### config.mk
export PLATFORM = sky130hd
export DESIGN_NAME = deq_ctrl
export DESIGN_NICKNAME = d
export VERILOG_FILES = /design/src/sv/deq_pkg.sv /design/src/sv/deq_ctrl.sv
export SDC_FILE = /design/constraint.sdc
export NUM_CORES = 1
export LEC_CHECK = 0
export BUFFER_PORTS_ARGS = -buffer_cell sky130_fd_sc_hd__buf_2
export CELL_PAD_IN_SITES_DETAIL_PLACEMENT = 1
export CELL_PAD_IN_SITES_GLOBAL_PLACEMENT = 1
export CORE_UTILIZATION = 30
export CTS_CLUSTER_DIAMETER = 100
export DETAILED_ROUTE_END_ITERATION = 6
export GPL_TIMING_DRIVEN = 0
export MAX_ROUTING_LAYER = met4
export PLACE_DENSITY_LB_ADDON = 0.05
export SYNTH_ARGS = -nofsm -noshare
export SYNTH_HDL_FRONTEND = slang
export SYNTH_SLANG_ARGS = --single-unit
### constraint.sdc
create_clock -name clk -period 7.1 [get_ports clk]
set_input_delay 1.42 -clock clk [delete_from_list [all_inputs] [get_ports clk]]
set_output_delay 1.42 -clock clk [all_outputs]
set_load 0.1 [all_outputs]
### src/sv/deq_pkg.sv
// Package for the double-ended queue: sizes, operation codes, status codes and the
// structs passed between the queue control and the top level. No dependencies.
package deq_pkg;

	// Ring store geometry. DEPTH is a power of two so that slot arithmetic wraps.
	localparam int DEPTH      = 256;
	localparam int DATA_WIDTH = 32;
	localparam int ADDR_W     = $clog2(DEPTH);
	localparam int CNT_W      = ADDR_W + 1;
	localparam int OP_W       = 3;
	localparam int POS_W      = 8;
	localparam int ST_W       = 2;

	// Operation codes.
	localparam logic [OP_W-1:0] OP_PUSH_BACK  = 3'd0;
	localparam logic [OP_W-1:0] OP_PUSH_FRONT = 3'd1;
	localparam logic [OP_W-1:0] OP_POP_BACK   = 3'd2;
	localparam logic [OP_W-1:0] OP_POP_FRONT  = 3'd3;
	localparam logic [OP_W-1:0] OP_READ_AT    = 3'd4;

	// Status codes.
	localparam logic [ST_W-1:0] ST_OK    = 2'd0;
	localparam logic [ST_W-1:0] ST_EMPTY = 2'd1;
	localparam logic [ST_W-1:0] ST_FULL  = 2'd2;
	localparam logic [ST_W-1:0] ST_RANGE = 2'd3;

	// Access issued to the ring store for one item.
	typedef struct packed {
		logic              wr;
		logic              rd;
		logic [ADDR_W-1:0] addr;
	} mem_req_t;

	// Result fields known at the time the item is accepted.
	typedef struct packed {
		logic              rd;
		logic [ST_W-1:0]   status;
		logic [CNT_W-1:0]  occ;
	} resp_t;

endpackage

### src/sv/deq_ctrl.sv
// Queue control: front pointer and element count, error checks and the slot address
// for each item. Depends on deq_pkg.
module deq_ctrl (
	input  logic                        clk,
	input  logic                        arst_n,
	input  logic                        accept,
	input  logic [deq_pkg::OP_W-1:0]    opcode,
	input  logic [deq_pkg::POS_W-1:0]   position,
	output deq_pkg::mem_req_t           mem_req,
	output deq_pkg::resp_t              resp
);
	import deq_pkg::*;

	logic [ADDR_W-1:0] front_q;
	logic [CNT_W-1:0]  count_q;
	logic [ADDR_W-1:0] front_nxt;
	logic [CNT_W-1:0]  count_nxt;
	logic              full;
	logic              empty;
	logic [ADDR_W-1:0] cnt_lo;
	logic [CNT_W-1:0]  pos_ext;

	assign full    = (count_q == CNT_W'(DEPTH));
	assign empty   = (count_q == '0);
	assign cnt_lo  = count_q[ADDR_W-1:0];
	assign pos_ext = CNT_W'(position);

	// Decode the operation: slot address, store access and next pointer state.
	always_comb begin
		front_nxt    = front_q;
		count_nxt    = count_q;
		mem_req.wr   = 1'b0;
		mem_req.rd   = 1'b0;
		mem_req.addr = front_q;
		resp.rd      = 1'b0;
		resp.status  = ST_OK;
		unique case (opcode)
			OP_PUSH_BACK: begin
				mem_req.addr = front_q + cnt_lo;
				if (full) begin
					resp.status = ST_FULL;
				end else begin
					mem_req.wr = 1'b1;
					count_nxt  = count_q + 1'b1;
				end
			end
			OP_PUSH_FRONT: begin
				mem_req.addr = front_q - 1'b1;
				if (full) begin
					resp.status = ST_FULL;
				end else begin
					mem_req.wr = 1'b1;
					front_nxt  = front_q - 1'b1;
					count_nxt  = count_q + 1'b1;
				end
			end
			OP_POP_BACK: begin
				mem_req.addr = front_q + cnt_lo - 1'b1;
				if (empty) begin
					resp.status = ST_EMPTY;
				end else begin
					mem_req.rd = 1'b1;
					resp.rd    = 1'b1;
					count_nxt  = count_q - 1'b1;
				end
			end
			OP_POP_FRONT: begin
				mem_req.addr = front_q;
				if (empty) begin
					resp.status = ST_EMPTY;
				end else begin
					mem_req.rd = 1'b1;
					resp.rd    = 1'b1;
					front_nxt  = front_q + 1'b1;
					count_nxt  = count_q - 1'b1;
				end
			end
			OP_READ_AT: begin
				mem_req.addr = front_q + ADDR_W'(position);
				if (pos_ext >= count_q) begin
					resp.status = ST_RANGE;
				end else begin
					mem_req.rd = 1'b1;
					resp.rd    = 1'b1;
				end
			end
			default: begin
			end
		endcase
		resp.occ = count_nxt;
	end

	// Pointer state advances at the edge that accepts the item.
	always_ff @(posedge clk or negedge arst_n) begin
		if (!arst_n) begin
			front_q <= '0;
			count_q <= '0;
		end else if (accept) begin
			front_q <= front_nxt;
			count_q <= count_nxt;
		end
	end

endmodule

==> results.txt <==
* Status: completed
- In this run, synthesis inferred 0 flip-flops with an integrated enable.
* Vias per std cell: ~5.5
* Critical path capture point type: output port
* Path category of the worst min-delay check: flip-flop to flip-flop
* IO buf count: 33
- Yosys printed 0 warnings.
- Total of endpoints with negative setup slack in the final report: 0
* Multi-input combinational cell area: 2042 µm²
* Number of antenna violations at the first check in global routing: 0
* Synth Cell Area: between 2000 and 3000 µm²
* Post-synthesis cell type with the largest combined area: sky130_fd_sc_hd__dfrtp_1
- TritonCTS clock tree: yes
- Cell-by-cell trace of the critical path: buf_2, clkbuf_1, buf_1, clkbuf_1, o22ai_1, o22ai_1, buf_2
* Post-route antenna net violation count: 0
- In this run the cell area measured after placement is between 2000 and 3000 µm².
- Across every metal layer, demand over resource in global routing totals 0.2262.
- The share of synthesized area in the top cell type comes to 0.1627.
- Pre-CTS setup slack: 1879 ps
- Worst Slack Setup Final: ~1800 ps
- Number of diodes added for antenna fixing: 0
- Highest attainable clock frequency: ~0.19 GHz
- H-Tree Level Count: 1
* Total of max-cap violations: 0
- Number of resized instances in the post-cts repair step: 0
- CTS buffer count: 3
- After floorplanning, the core was sized to cover ~8300 µm².
- In this run the worst path has a maximum fanout of 10.
* Worst Clk Skew: between 6 and 7 ps
- Unrepaired setup endpoints after global routing: no
- Arrival time of data at the critical path endpoint: between 3000 and 4000 ps
- In the final layout, the share of cells above drive strength 1 is 0.1318.
- DRC violations left: 0
- In this run the vertical extent of the chip is ~95 µm.
- The longest clock path from root to sink contains 2 buffers.
- Width of the chip: 95.37 µm
* Total of flip-flops plus latches after synthesis: 17
* Vias: roughly 2700
- Hold_buf cts: 0
- Most numerous cell in the Yosys netlist: sky130_fd_sc_hd__a21oi_1
- Starting density of the core: 0.3135
- Final net count: 431
- Clk slew on worst S/H paths: about 80 ps
* Count of pins over their slew limit: 0
- Routed wirelength normalized by instance count: around 19 µm
- By area the synthesized netlist is led by sky130_fd_sc_hd__dfrtp_1 16%, sky130_fd_sc_hd__ha_1 13%, sky130_fd_sc_hd__xnor2_1 7.4%, sky130_fd_sc_hd__a21oi_1 6.5%, sky130_fd_sc_hd__xor2_1 5.0%.
- Transition time at the pin with the least slew margin: 704.7 ps
- Syn Area/Cell: 7.471 µm²
- Post-Route WL: between 9000 and 10000 µm
- Number of sinks handled by clock tree synthesis: 17
* Count of filler cells inserted in the layout: 1080
- Of the available clock period, the critical path in the final layout requires 0.7404.
- Pre-antenna DRT Iters: 4
* Critical Setup Path Class: input port to output port
* Number of cell rows: 33
- Worst hold slack across all endpoints: approximately 630 ps
* Worst slew margin relative to its limit: 0.5285
- After the first detailed-routing iteration, the DRC count stood at 131.
- Post-synth top cells: 34 x sky130_fd_sc_hd__a21oi_1, 29 x sky130_fd_sc_hd__nand2_1, 27 x sky130_fd_sc_hd__ha_1
- Pin count of the biggest net entering global routing: 18
- Global-route wire length before repair: roughly 15000 µm
* Worst EP required: approximately 5700 ps
- CTS placed an instance of sky130_fd_sc_hd__clkbuf_8 at the clock tree root.
- Post-route cell area: approximately 3000 µm²
* Area of the die: between 9000 and 10000 µm²
* Async S/R FF share, synth: 1.000
- Setup crit start kind: input port
- Clock period minus final worst setup slack: 5257 ps
* Summed negative setup slack over all endpoints: 0 ps
- Counting every net in the synthesized netlist gives about 390.
- Summed over all layers, the global routing overflow is 0.
* Yosys cell types: 57
- The later pin in the worst-skew pair is clocked with a latency of around 270 ps.
- Register cell area after layout: 425.4 µm²
- Detailed placer's ending HPWL: 7323 µm
- Instance count of the mapped netlist: 350
- Final Wtd Congestion: ~0.90
- Of the synthesized area, sequential elements account for 0.1627.
* Slowest cell on the critical path: sky130_fd_sc_hd__clkbuf_1
- 36 I/O pins were placed.
- On the worst path, the slowest cell contributes a delay of ~520 ps.
* Number of global-route vias before repair: 2719
- The most used flip-flop cell after synthesis is sky130_fd_sc_hd__dfrtp_1.
- Count of buffers added by post-CTS timing repair for setup: 0
- From synthesis to final layout, the design area changed by 13.06%.
* Number of failing hold endpoints at the final stage: 0
## path summary, 6_finish.rpt
path,end,startpoint,slack [ps],cells past startpoint
max in group asynchronous,front_q[5],arst_n,5660,1
max,mem_req[6],opcode[2],1840,7
min,count_q[5],count_q[5],630,1
min reg2reg,count_q[5],count_q[5],630,1
max reg2reg,count_q[5],count_q[1],4610,8
min in group asynchronous,count_q[0],arst_n,1110,1
## critical path, delay by kind of cell
| kind | cells | cell delay, ps |
|---|---|---|
| buffers and inverters | 5 | 2010 |
| AOI/OAI and AO/OA | 2 | 410 |
## metrics by stage
stage          cells    util
2_1_floorplan    350       -
3_3_place_gp     488  0.3491
3_5_place_dp     488  0.3491
4_1_cts          492  0.3545
5_1_grt          492  0.3545
6_report         492  0.3545
## cell type report
cell class | instances | area share
Multi-Input combinational cell | 297 | 0.6906
Sequential cell | 17 | 0.1439
Timing Repair Buffer | 33 | 0.05586
Tap cell | 105 | 0.04443
Buffer | 18 | 0.02708
Inverter | 18 | 0.02285
Clock buffer | 4 | 0.01523
## cell usage in the layout, fill, tap and decap left out, drive strengths merged, types with 4 or more instances in the layout
master,count
nand3,14
dfrtp,17
a21o,12
buf,38
nor2b,5
inv,18
nand2,29
xor2,15
a221oi,4
xnor2,22
nor3,9
and3,6
clkbuf,17
nor2,25
o22ai,5
a21oi,35
a31oi,4
ha,27
nand2b,4
nor4,6
o31ai,4
o21ai,25
## layer usage
metal | share of wire | track usage | up-vias
li1 | - | - | 1355
met1 | 0.51 | 0.3263 | 1298
met2 | 0.44 | 0.3506 | 46
met3 | 0.040 | 0.01276 | 4
met4 | 0.0062 | 0.03788 | 0
met5 | 0 | - | -
## registers in the layout, summed over array words and instances (netlist names)
name	flops
count_q	9
front_q	8
## kinds of logic (layout without fill, tap and decap cells)
family,after synthesis,count (layout),share of synthesized area
buffers and inverters,36,73,0.05646
adders and majority gates,29,29,0.1445
muxes,5,5,0.02010
DFF,17,17,0.1627
xor gates and xnor gates,37,37,0.1239
and+or+nand+nor,113,113,0.2153
AOI/OAI and AO/OA,113,113,0.2770
Power is left out: the tool's default activity adds up to more than one toggle a clock period on the data nets, which glitch-free logic cannot reach.
